[config.mk]
export PLATFORM = sky130hd
export DESIGN_NAME = periodic_timer_scheduler_core_flat
export DESIGN_NICKNAME = d
export VERILOG_FILES = /design/src/ptsch_pkg.sv /design/src/ptsch_if.sv /design/src/ptsch_ram.sv /design/src/ptsch_outbuf.sv /design/src/periodic_timer_scheduler_core.sv /design/src/flat_wrapper.sv
export SDC_FILE = /design/constraint.sdc
export NUM_CORES = 2
export LEC_CHECK = 0
export BUFFER_PORTS_ARGS = -buffer_cell sky130_fd_sc_hd__buf_4
export CAP_MARGIN = 0
export CORE_AREA = 2 2 391 393
export DETAILED_ROUTE_END_ITERATION = 6
export DIE_AREA = 0 0 393 395
export PLACE_DENSITY_LB_ADDON = 0.05
export SLEW_MARGIN = 20
export SYNTH_ARGS = -nofsm -noshare
export SYNTH_HDL_FRONTEND = slang
export SYNTH_SLANG_ARGS = --single-unit
[constraint.sdc]
create_clock -name i_clk -period 30.6 [get_ports i_clk]
set_input_delay 1.53 -clock i_clk [delete_from_list [all_inputs] [get_ports i_clk]]
set_output_delay 1.53 -clock i_clk [all_outputs]
set_load 0.02 [all_outputs]
[src/ptsch_pkg.sv]
// periodic timer scheduler: shared constants, codes and types
// no dependencies; used by ptsch_if, ptsch_outbuf and the top level
`default_nettype none

package ptsch_pkg;

    localparam int NUM_SLOTS   = 16;
    localparam int SLOT_W      = (NUM_SLOTS > 1) ? $clog2(NUM_SLOTS) : 1;
    localparam int MAX_RESULTS = 16;
    localparam int CNT_W       = $clog2(MAX_RESULTS + 1);

    localparam int CMD_W  = 2;
    localparam int MS_W   = 32;
    localparam int ID_W   = 32;
    localparam int NOW_W  = 48;
    localparam int KIND_W = 2;

    // input commands
    localparam logic [CMD_W-1:0] CMD_TICK    = 2'd0;
    localparam logic [CMD_W-1:0] CMD_CREATE  = 2'd1;
    localparam logic [CMD_W-1:0] CMD_DESTROY = 2'd2;
    localparam logic [CMD_W-1:0] CMD_EXISTS  = 2'd3;

    // result kinds
    localparam logic [KIND_W-1:0] KIND_FIRE    = 2'd0;
    localparam logic [KIND_W-1:0] KIND_CREATE  = 2'd1;
    localparam logic [KIND_W-1:0] KIND_DESTROY = 2'd2;
    localparam logic [KIND_W-1:0] KIND_EXISTS  = 2'd3;

    // one slot entry in the slot memory
    typedef struct packed {
        logic [ID_W-1:0]  ident;
        logic [NOW_W-1:0] deadline;
        logic [MS_W-1:0]  period;
    } t_slot_word;

    localparam int SLOT_WORD_W = $bits(t_slot_word);

    typedef struct packed {
        logic [KIND_W-1:0] kind;
        logic [ID_W-1:0]   result_ident;
        logic              ok;
        logic              last;
    } t_out_item;

    // result beat handed from the sequencer to the output register
    typedef struct packed {
        logic      vld;
        t_out_item item;
    } t_push;

endpackage

`default_nettype wire

[src/ptsch_if.sv]
// periodic timer scheduler: command and result channel interfaces
// depends on ptsch_pkg
`default_nettype none

interface ptsch_in_if;
    logic                         valid;
    logic                         ready;
    logic [ptsch_pkg::CMD_W-1:0]  cmd;
    logic [ptsch_pkg::MS_W-1:0]   delay_ms;
    logic [ptsch_pkg::MS_W-1:0]   period_ms;
    logic [ptsch_pkg::ID_W-1:0]   timer_ident;

    modport source (output valid, output cmd, output delay_ms, output period_ms,
                    output timer_ident, input ready);
    modport sink   (input valid, input cmd, input delay_ms, input period_ms,
                    input timer_ident, output ready);
endinterface

interface ptsch_out_if;
    logic                         valid;
    logic                         ready;
    logic [ptsch_pkg::KIND_W-1:0] kind;
    logic [ptsch_pkg::ID_W-1:0]   result_ident;
    logic                         ok;
    logic                         last;

    modport source (output valid, output kind, output result_ident, output ok,
                    output last, input ready);
    modport sink   (input valid, input kind, input result_ident, input ok,
                    input last, output ready);
endinterface

`default_nettype wire

[src/ptsch_ram.sv]
// generic single-write, single-read ram with registered read data
// no dependencies
`default_nettype none

module ptsch_ram #(
    parameter int WIDTH = 8,
    parameter int DEPTH = 16
) (
    input  wire logic                                         i_clk,
    input  wire logic                                         i_we,
    input  wire logic [((DEPTH > 1) ? $clog2(DEPTH) : 1)-1:0] i_waddr,
    input  wire logic [WIDTH-1:0]                             i_wdata,
    input  wire logic                                         i_re,
    input  wire logic [((DEPTH > 1) ? $clog2(DEPTH) : 1)-1:0] i_raddr,
    output logic      [WIDTH-1:0]                             o_rdata
);

    logic [WIDTH-1:0] r_mem [DEPTH];

    always_ff @(posedge i_clk) begin
        if (i_we) begin
            r_mem[i_waddr] <= i_wdata;
        end
        // read data holds while no read is issued
        if (i_re) begin
            o_rdata <= r_mem[i_raddr];
        end
    end

endmodule

`default_nettype wire

[src/ptsch_outbuf.sv]
// result output register: parts the sequencer from the result channel
// depends on ptsch_pkg and ptsch_if
`default_nettype none

module ptsch_outbuf (
    input  wire logic             i_clk,
    input  wire logic             i_rst_n,
    input  wire ptsch_pkg::t_push i_push,
    output logic                  o_push_rdy,
    ptsch_out_if.source           o_rsp
);

    logic                   r_vld;
    ptsch_pkg::t_out_item   r_item;

    assign o_push_rdy = !r_vld || o_rsp.ready;

    always_ff @(posedge i_clk) begin
        if (!i_rst_n) begin
            r_vld <= 1'b0;
        end else if (i_push.vld && o_push_rdy) begin
            r_vld <= 1'b1;
        end else if (o_rsp.ready) begin
            r_vld <= 1'b0;
        end
    end

    always_ff @(posedge i_clk) begin
        if (i_push.vld && o_push_rdy) begin
            r_item <= i_push.item;
        end
    end

    assign o_rsp.valid        = r_vld;
    assign o_rsp.kind         = r_item.kind;
    assign o_rsp.result_ident = r_item.result_ident;
    assign o_rsp.ok           = r_item.ok;
    assign o_rsp.last         = r_item.last;

endmodule

`default_nettype wire

[src/periodic_timer_scheduler_core.sv]
// periodic timer scheduler top level: command sequencer around the slot memory
// depends on ptsch_pkg, ptsch_if, ptsch_ram and ptsch_outbuf
//
//  channel  | direction | beat
//  ---------+-----------+----------------------------------------------------
//  i_req    | in        | cmd, delay_ms, period_ms, timer_ident
//  o_rsp    | out       | kind, result_ident, ok, last (several per tick)
//
// a tick, destroy or exists walks every slot through the single read port of
// the slot memory, one slot a cycle unless a tick stalls on the result
// channel, and then gives its reply; a tick with nothing due gives no reply
// a create needs no walk: the free slot comes from the valid flops
// synchronous active-low reset clears time and all valid bits and sets the id counter to 1;
// the slot memory itself needs no clearing since valid gates every read
// a stalled result channel holds the walk only when a second fire result is
// due while the output register is still full, and holds the final reply
`default_nettype none

module periodic_timer_scheduler_core (
    input  wire logic  i_clk,
    input  wire logic  i_rst_n,
    ptsch_in_if.sink   i_req,
    ptsch_out_if.source o_rsp
);

    localparam int SLOT_W = ptsch_pkg::SLOT_W;
    localparam int NOW_W  = ptsch_pkg::NOW_W;
    localparam int ID_W   = ptsch_pkg::ID_W;
    localparam int MS_W   = ptsch_pkg::MS_W;
    localparam int CNT_W  = ptsch_pkg::CNT_W;
    localparam int NSLOT  = ptsch_pkg::NUM_SLOTS;

    // sequencer states
    localparam logic [1:0] ST_IDLE  = 2'd0;
    localparam logic [1:0] ST_SCAN  = 2'd1;
    localparam logic [1:0] ST_FLUSH = 2'd2;

    logic [1:0]              r_state, n_state;
    logic [ptsch_pkg::CMD_W-1:0] r_cmd;
    logic [MS_W-1:0]         r_delay;
    logic [MS_W-1:0]         r_period;
    logic [ID_W-1:0]         r_ident;

    logic [NOW_W-1:0]        r_now, n_now;
    logic [ID_W-1:0]         r_next_id, n_next_id;
    logic [NSLOT-1:0]        r_valid, n_valid;

    // walk pipeline: read stage index and evaluate stage
    logic [SLOT_W:0]         r_rd_idx, n_rd_idx;
    logic                    r_ev_vld, n_ev_vld;
    logic [SLOT_W-1:0]       r_ev_idx, n_ev_idx;

    // fire result held back until it is known whether another follows
    logic                    r_pend_vld, n_pend_vld;
    logic [ID_W-1:0]         r_pend_id, n_pend_id;
    logic [CNT_W-1:0]        r_cnt, n_cnt;
    logic                    r_found, n_found;

    logic                    ram_we;
    logic [SLOT_W-1:0]       ram_waddr;
    ptsch_pkg::t_slot_word   ram_wdata;
    logic                    ram_re;
    logic [ptsch_pkg::SLOT_WORD_W-1:0] ram_rdata;
    ptsch_pkg::t_slot_word   rd_word;

    logic                    free_vld;
    logic [SLOT_W-1:0]       free_idx;
    logic                    accept;
    logic                    hit_tick;
    logic                    hit_id;
    logic                    stall;
    logic                    rd_more;
    logic [ID_W-1:0]         id_inc;
    ptsch_pkg::t_push        push;
    logic                    push_rdy;

    assign rd_word = ptsch_pkg::t_slot_word'(ram_rdata);
    assign accept  = i_req.valid && i_req.ready;
    assign i_req.ready = (r_state == ST_IDLE);
    assign id_inc  = r_next_id + 32'd1;
    assign rd_more = (r_rd_idx != (SLOT_W+1)'(NSLOT));

    // lowest free slot from the valid flops
    always_comb begin
        free_vld = 1'b0;
        free_idx = '0;
        for (int i = NSLOT - 1; i >= 0; i--) begin
            if (!r_valid[i]) begin
                free_vld = 1'b1;
                free_idx = SLOT_W'(i);
            end
        end
    end

    // slot under evaluation is due; the result cap only bites above 16 slots
    assign hit_tick = r_ev_vld && r_valid[r_ev_idx]
                      && (rd_word.deadline <= r_now)
                      && (r_cnt != CNT_W'(ptsch_pkg::MAX_RESULTS));
    // first live slot holding the id asked about
    assign hit_id   = r_ev_vld && r_valid[r_ev_idx]
                      && (rd_word.ident == r_ident) && !r_found;
    assign stall    = (r_state == ST_SCAN) && (r_cmd == ptsch_pkg::CMD_TICK)
                      && hit_tick && r_pend_vld && !push_rdy;

    always_comb begin
        n_state    = r_state;
        n_now      = r_now;
        n_next_id  = r_next_id;
        n_valid    = r_valid;
        n_rd_idx   = r_rd_idx;
        n_ev_vld   = r_ev_vld;
        n_ev_idx   = r_ev_idx;
        n_pend_vld = r_pend_vld;
        n_pend_id  = r_pend_id;
        n_cnt      = r_cnt;
        n_found    = r_found;
        ram_we     = 1'b0;
        ram_waddr  = r_ev_idx;
        ram_wdata  = rd_word;
        ram_re     = 1'b0;
        push       = '0;

        case (r_state)
            ST_IDLE: begin
                if (accept) begin
                    n_rd_idx   = '0;
                    n_ev_vld   = 1'b0;
                    n_pend_vld = 1'b0;
                    n_cnt      = '0;
                    n_found    = 1'b0;
                    if (i_req.cmd == ptsch_pkg::CMD_CREATE) begin
                        n_state = ST_FLUSH;
                    end else begin
                        n_state = ST_SCAN;
                    end
                    if (i_req.cmd == ptsch_pkg::CMD_TICK) begin
                        n_now = r_now + 48'd1;
                    end
                end
            end

            ST_SCAN: begin
                if (!stall) begin
                    ram_re   = rd_more;
                    n_ev_vld = rd_more;
                    n_ev_idx = r_rd_idx[SLOT_W-1:0];
                    if (rd_more) begin
                        n_rd_idx = r_rd_idx + 1'b1;
                    end

                    if (r_cmd == ptsch_pkg::CMD_TICK) begin
                        if (hit_tick) begin
                            // release the held result, this one is not the last
                            push.vld               = r_pend_vld;
                            push.item.kind         = ptsch_pkg::KIND_FIRE;
                            push.item.result_ident = r_pend_id;
                            push.item.ok           = 1'b1;
                            push.item.last         = 1'b0;
                            n_pend_vld = 1'b1;
                            n_pend_id  = rd_word.ident;
                            n_cnt      = r_cnt + 1'b1;
                            if (rd_word.period != '0) begin
                                ram_we             = 1'b1;
                                ram_wdata.deadline = rd_word.deadline
                                                     + {16'd0, rd_word.period};
                            end else begin
                                n_valid[r_ev_idx] = 1'b0;
                            end
                        end
                    end else if (hit_id) begin
                        n_found = 1'b1;
                        if (r_cmd == ptsch_pkg::CMD_DESTROY) begin
                            n_valid[r_ev_idx] = 1'b0;
                        end
                    end

                    // last slot evaluated this cycle
                    if (!rd_more) begin
                        if ((r_cmd == ptsch_pkg::CMD_TICK) && !n_pend_vld) begin
                            n_state = ST_IDLE;
                        end else begin
                            n_state = ST_FLUSH;
                        end
                    end
                end
            end

            ST_FLUSH: begin
                push.vld       = 1'b1;
                push.item.last = 1'b1;
                case (r_cmd)
                    ptsch_pkg::CMD_TICK: begin
                        push.item.kind         = ptsch_pkg::KIND_FIRE;
                        push.item.result_ident = r_pend_id;
                        push.item.ok           = 1'b1;
                    end
                    ptsch_pkg::CMD_CREATE: begin
                        push.item.kind         = ptsch_pkg::KIND_CREATE;
                        push.item.result_ident = free_vld ? r_next_id : '0;
                        push.item.ok           = free_vld;
                    end
                    ptsch_pkg::CMD_DESTROY: begin
                        push.item.kind         = ptsch_pkg::KIND_DESTROY;
                        push.item.result_ident = r_ident;
                        push.item.ok           = r_found;
                    end
                    default: begin
                        push.item.kind         = ptsch_pkg::KIND_EXISTS;
                        push.item.result_ident = r_ident;
                        push.item.ok           = r_found;
                    end
                endcase

                if (push_rdy) begin
                    n_state = ST_IDLE;
                    // a create commits only once its reply is taken
                    if ((r_cmd == ptsch_pkg::CMD_CREATE) && free_vld) begin
                        ram_we             = 1'b1;
                        ram_waddr          = free_idx;
                        ram_wdata.ident    = r_next_id;
                        ram_wdata.deadline = r_now + {16'd0, r_delay};
                        ram_wdata.period   = r_period;
                        n_valid[free_idx]  = 1'b1;
                        // ids skip zero on wrap
                        n_next_id = (id_inc == '0) ? 32'd1 : id_inc;
                    end
                end
            end

            default: begin
                n_state = ST_IDLE;
            end
        endcase
    end

    always_ff @(posedge i_clk) begin
        if (!i_rst_n) begin
            r_state    <= ST_IDLE;
            r_now      <= '0;
            r_next_id  <= 32'd1;
            r_valid    <= '0;
            r_rd_idx   <= '0;
            r_ev_vld   <= 1'b0;
            r_pend_vld <= 1'b0;
            r_cnt      <= '0;
            r_found    <= 1'b0;
        end else begin
            r_state    <= n_state;
            r_now      <= n_now;
            r_next_id  <= n_next_id;
            r_valid    <= n_valid;
            r_rd_idx   <= n_rd_idx;
            r_ev_vld   <= n_ev_vld;
            r_pend_vld <= n_pend_vld;
            r_cnt      <= n_cnt;
            r_found    <= n_found;
        end
    end

    // payload registers
    always_ff @(posedge i_clk) begin
        r_ev_idx  <= n_ev_idx;
        r_pend_id <= n_pend_id;
        if (accept) begin
            r_cmd    <= i_req.cmd;
            r_delay  <= i_req.delay_ms;
            r_period <= i_req.period_ms;
            r_ident  <= i_req.timer_ident;
        end
    end

    ptsch_ram #(
        .WIDTH (ptsch_pkg::SLOT_WORD_W),
        .DEPTH (NSLOT)
    ) u_slot_ram (
        .i_clk   (i_clk),
        .i_we    (ram_we),
        .i_waddr (ram_waddr),
        .i_wdata (ram_wdata),
        .i_re    (ram_re),
        .i_raddr (r_rd_idx[SLOT_W-1:0]),
        .o_rdata (ram_rdata)
    );

    ptsch_outbuf u_outbuf (
        .i_clk      (i_clk),
        .i_rst_n    (i_rst_n),
        .i_push     (push),
        .o_push_rdy (push_rdy),
        .o_rsp      (o_rsp)
    );

endmodule

`default_nettype wire
[src/flat_wrapper.sv]
// flat-port wrapper written by rule: the top's interface ports become plain ports
module periodic_timer_scheduler_core_flat 
  (i_clk, i_rst_n, i_req_valid, i_req_cmd, i_req_delay_ms, i_req_period_ms, i_req_timer_ident, i_req_ready, o_rsp_valid, o_rsp_kind, o_rsp_result_ident, o_rsp_ok, o_rsp_last, o_rsp_ready);
  ptsch_in_if i_req_i ();
  ptsch_out_if o_rsp_i ();
  input  wire logic i_clk;
  input  wire logic i_rst_n;
  input wire logic [$bits(i_req_i.valid)-1:0] i_req_valid;
  input wire logic [$bits(i_req_i.cmd)-1:0] i_req_cmd;
  input wire logic [$bits(i_req_i.delay_ms)-1:0] i_req_delay_ms;
  input wire logic [$bits(i_req_i.period_ms)-1:0] i_req_period_ms;
  input wire logic [$bits(i_req_i.timer_ident)-1:0] i_req_timer_ident;
  output wire logic [$bits(i_req_i.ready)-1:0] i_req_ready;
  output wire logic [$bits(o_rsp_i.valid)-1:0] o_rsp_valid;
  output wire logic [$bits(o_rsp_i.kind)-1:0] o_rsp_kind;
  output wire logic [$bits(o_rsp_i.result_ident)-1:0] o_rsp_result_ident;
  output wire logic [$bits(o_rsp_i.ok)-1:0] o_rsp_ok;
  output wire logic [$bits(o_rsp_i.last)-1:0] o_rsp_last;
  input wire logic [$bits(o_rsp_i.ready)-1:0] o_rsp_ready;
  assign i_req_i.valid = i_req_valid;
  assign i_req_i.cmd = i_req_cmd;
  assign i_req_i.delay_ms = i_req_delay_ms;
  assign i_req_i.period_ms = i_req_period_ms;
  assign i_req_i.timer_ident = i_req_timer_ident;
  assign i_req_ready = i_req_i.ready;
  assign o_rsp_valid = o_rsp_i.valid;
  assign o_rsp_kind = o_rsp_i.kind;
  assign o_rsp_result_ident = o_rsp_i.result_ident;
  assign o_rsp_ok = o_rsp_i.ok;
  assign o_rsp_last = o_rsp_i.last;
  assign o_rsp_i.ready = o_rsp_ready;
  periodic_timer_scheduler_core u_core (.i_clk(i_clk), .i_rst_n(i_rst_n), .i_req(i_req_i), .o_rsp(o_rsp_i));
endmodule
==> metrics.csv <==
metric;value;unit
gr-total-overflow;0;
fp.dieH;395;um
ys_async_sr_fraction;0;%
syn_nets;5157;
p_leak;31.8;nW
fin_skew;63.7;ps
finalWeightedCongestion;0.931;
p_per_area;80.0;nW/um2
final_max_slew_viol_count;0;
placed_area;93900;um2
die_area;155000;um2
grt_pass1_vias;48305;
fin_area;101000;um2
synth_top_cell_area_share;69.1;%
ys_seq_area_share;71.5;%
cap_violations;0;
cts_hold_buf;0;
fill_cells;10049;
drive_gt1_share;22.0;%
synth_edf_count;2074;
drt-pass1-iter-count;5;
via_count;49163;
ys.flop_type;edfxtp_1;
power_frac_seq;48.7;%
cts.sinks;2186;
antenna_found_initial;7;
critPathKind;reg2reg;
dpl.hpwl;134;mm
setup.worst_path.start_class;flop;
floorplan.initialDensity;59.7;%
wl_met1;98.2;mm
via_per_inst;6.67;
hold_viol;0;
cts_setup_buffers;0;
p_int;5.74;mW
synth_compound_area_share;4.27;%
ant_nets;0;
grt_usage;30.1;%
synth_area_leaders;edfxtp_1 69%, mux4_2 14%, dfxtp_1 2.5%, ha_1 1.7%, nand2_1 1.6%;
drc;0;
max_freq;154;MHz
cp_max_fo;41;
root_buffer;clkbuf_16;
ir_worst_vdd;62.4;uV
grt_first_pass_wirelength;336;mm
worst_pin_slew;1150;ps
boundaryPins;140;
wl_met2;106;mm
min_path_type;reg2reg;
grt_max_degree;122;
layout.nets;5378;
period_share;21.2;%
drt-total-wl;231;mm
p_sw;2.32;mW
yosys.area_share.xor_xnor;1.72;%
yosys.area_share.simple;5.13;%
clock_latency;860;ps
core-area;151000;um2
clk_pin_slew;60;ps
top_layer;met4;
synth_fa_ha_area_share;1.72;%
slew_headroom;23.1;%
synth_cell_types;90;
port_buffers;139;
yosysWarningCount;0;
wl_per_cell;31.3;um
synthMuxAreaShare;14.2;%
pwr-share-clk;31.7;%
cts_tree;done;
min_period;6470;ps
cts-buffers-inserted;213;
p_sw_share;28.8;%
die_w;393;um
synth-seq-cells;2186;
synth_top_family_by_area;multiplexers;
power.share.combinational;19.6;%
met3_length;20.0;mm
syn_avg_cell_area;18.3;um2
setup_viol;0;
tns;0;ps
synth_common_cells;2074 x edfxtp_1, 562 x mux4_2, 375 x nand2_1;
clock_path_buffers;3;
htreeDepth;4;
endpoint_kind;flop;
syn_to_final_growth;11.8;%
yosys.cell_count.top_type;edfxtp_1;
status;finished clean;
rsz0062_at_grt;false;
syn_inst;4932;
arrival;6930;ps
synth_top_area_cell;edfxtp_1;
fp-row-count;143;
cp.required;31050;ps
synth_area;90200;um2
cts_resized;0;
initialDrtViolationCount;6261;
==> path summary, 6_finish.rpt <==
path,slack [ps],start,cells after the start,to
min reg2reg,490,u_core.r_state[1],2,u_core.r_state[1]
min,490,u_core.r_state[1],2,u_core.r_state[1]
max,24130,u_core.r_cmd[1],12,u_core.u_slot_ram.r_mem[11][58]
max reg2reg,24130,u_core.r_cmd[1],12,u_core.u_slot_ram.r_mem[11][58]
==> logic make-up (layout without fill, tap and decap cells) <==
| group | count (synthesis) | after routing |
|---|---|---|
| flip-flops | 2186 | 2186 |
| AND/OR/NAND/NOR | 981 | 981 |
| multiplexers | 575 | 575 |
| AO/OA/AOI/OAI | 554 | 554 |
| buffers and inverters | 336 | 736 |
| XOR/XNOR | 177 | 177 |
| adder cells (fa/ha/maj) | 123 | 123 |
| other | 0 | 4 |
==> layer usage <==
layer / vias to the layer above / global-route usage (%)
met5: - / 0
met4: 0 / 8.34
met3: 350 / 4.40
met2: 2342 / 45.0
met1: 25910 / 47.2
li1: 20561 / -
==> placed cells by master, fill, tap and decap left out, types with 100 or more instances in the layout <==
| cell type | synthesis | routed |
|---|---|---|
| buf_4 | 3 | 247 |
| nor2_1 | 203 | 199 |
| mux4_2 | 562 | 562 |
| dfxtp_1 | 112 | 108 |
| ha_1 | 121 | 121 |
| clkbuf_16 | 0 | 213 |
| edfxtp_1 | 2074 | 2074 |
| a21oi_1 | 126 | 126 |
| xnor2_1 | 100 | 100 |
| nand2_1 | 375 | 374 |
==> power groups by stage <==
stage	registers (mW)	logic, mW	clock network [mW]
after floorplan	3.91	1.01	0
final	3.92	1.58	2.56
after detailed placement	3.98	1.56	0
after global routing	3.93	1.70	2.71
after CTS	3.92	1.57	2.59
after global placement	3.98	1.54	0
==> flip-flops by register name, indices dropped and copies added (netlist names), 2 cells and up <==
name,count
u_core.u_slot_ram.o_rdata,112
u_core.u_outbuf.o_rsp.result_ident,32
u_core.r_cmd,2
u_core.r_ev_idx,4
u_core.r_period,32
u_core.r_cnt,5
u_core.r_pend_id,32
u_core.r_now,48
u_core.r_state,2
u_core.u_outbuf.o_rsp.kind,2
u_core.r_valid,16
u_core.r_next_id,32
u_core.r_rd_idx,5
u_core.r_ident,32
u_core.u_slot_ram.r_mem,1792
u_core.r_delay,32
==> layout make-up <==
class,count,area (um2),area share [%]
multi-input cells,2410,24600,24.4
flip-flops and latches,2186,64500,64.0
well taps,2030,2540,2.52
diodes,4,10.0,0.00993
repair buffers,257,2020,2.00
inverters,85,324,0.321
clock buffers,264,5550,5.51
clock inverters,130,1290,1.28
==> through the flow <==
stage	setup WS [ps]	utilization (%)	instances	hold WS, ps	power, mW
floorplan	19570	-	4932	406	4.92
CTS	24170	66.7	7360	486	8.08
finish	24130	66.7	7366	486	8.06
detailed placement	24040	62.1	6966	478	5.54
global route	23870	66.7	7363	510	8.34
global placement	24070	62.1	6965	466	5.52
==> critical path, cell delays in order, from the launching register on <==
cell and delay [ps]:
edfxtp_1 550, nor2b_1 170, o41a_2 750, nand2_1 630, nor2_4 190, buf_4 640, and3_1 260, a21oi_1 80
or2_2 370, nor3_2 190, buf_4 690, buf_4 690, buf_4 750
No activity file was read; power rests on OpenSTA's default activity.
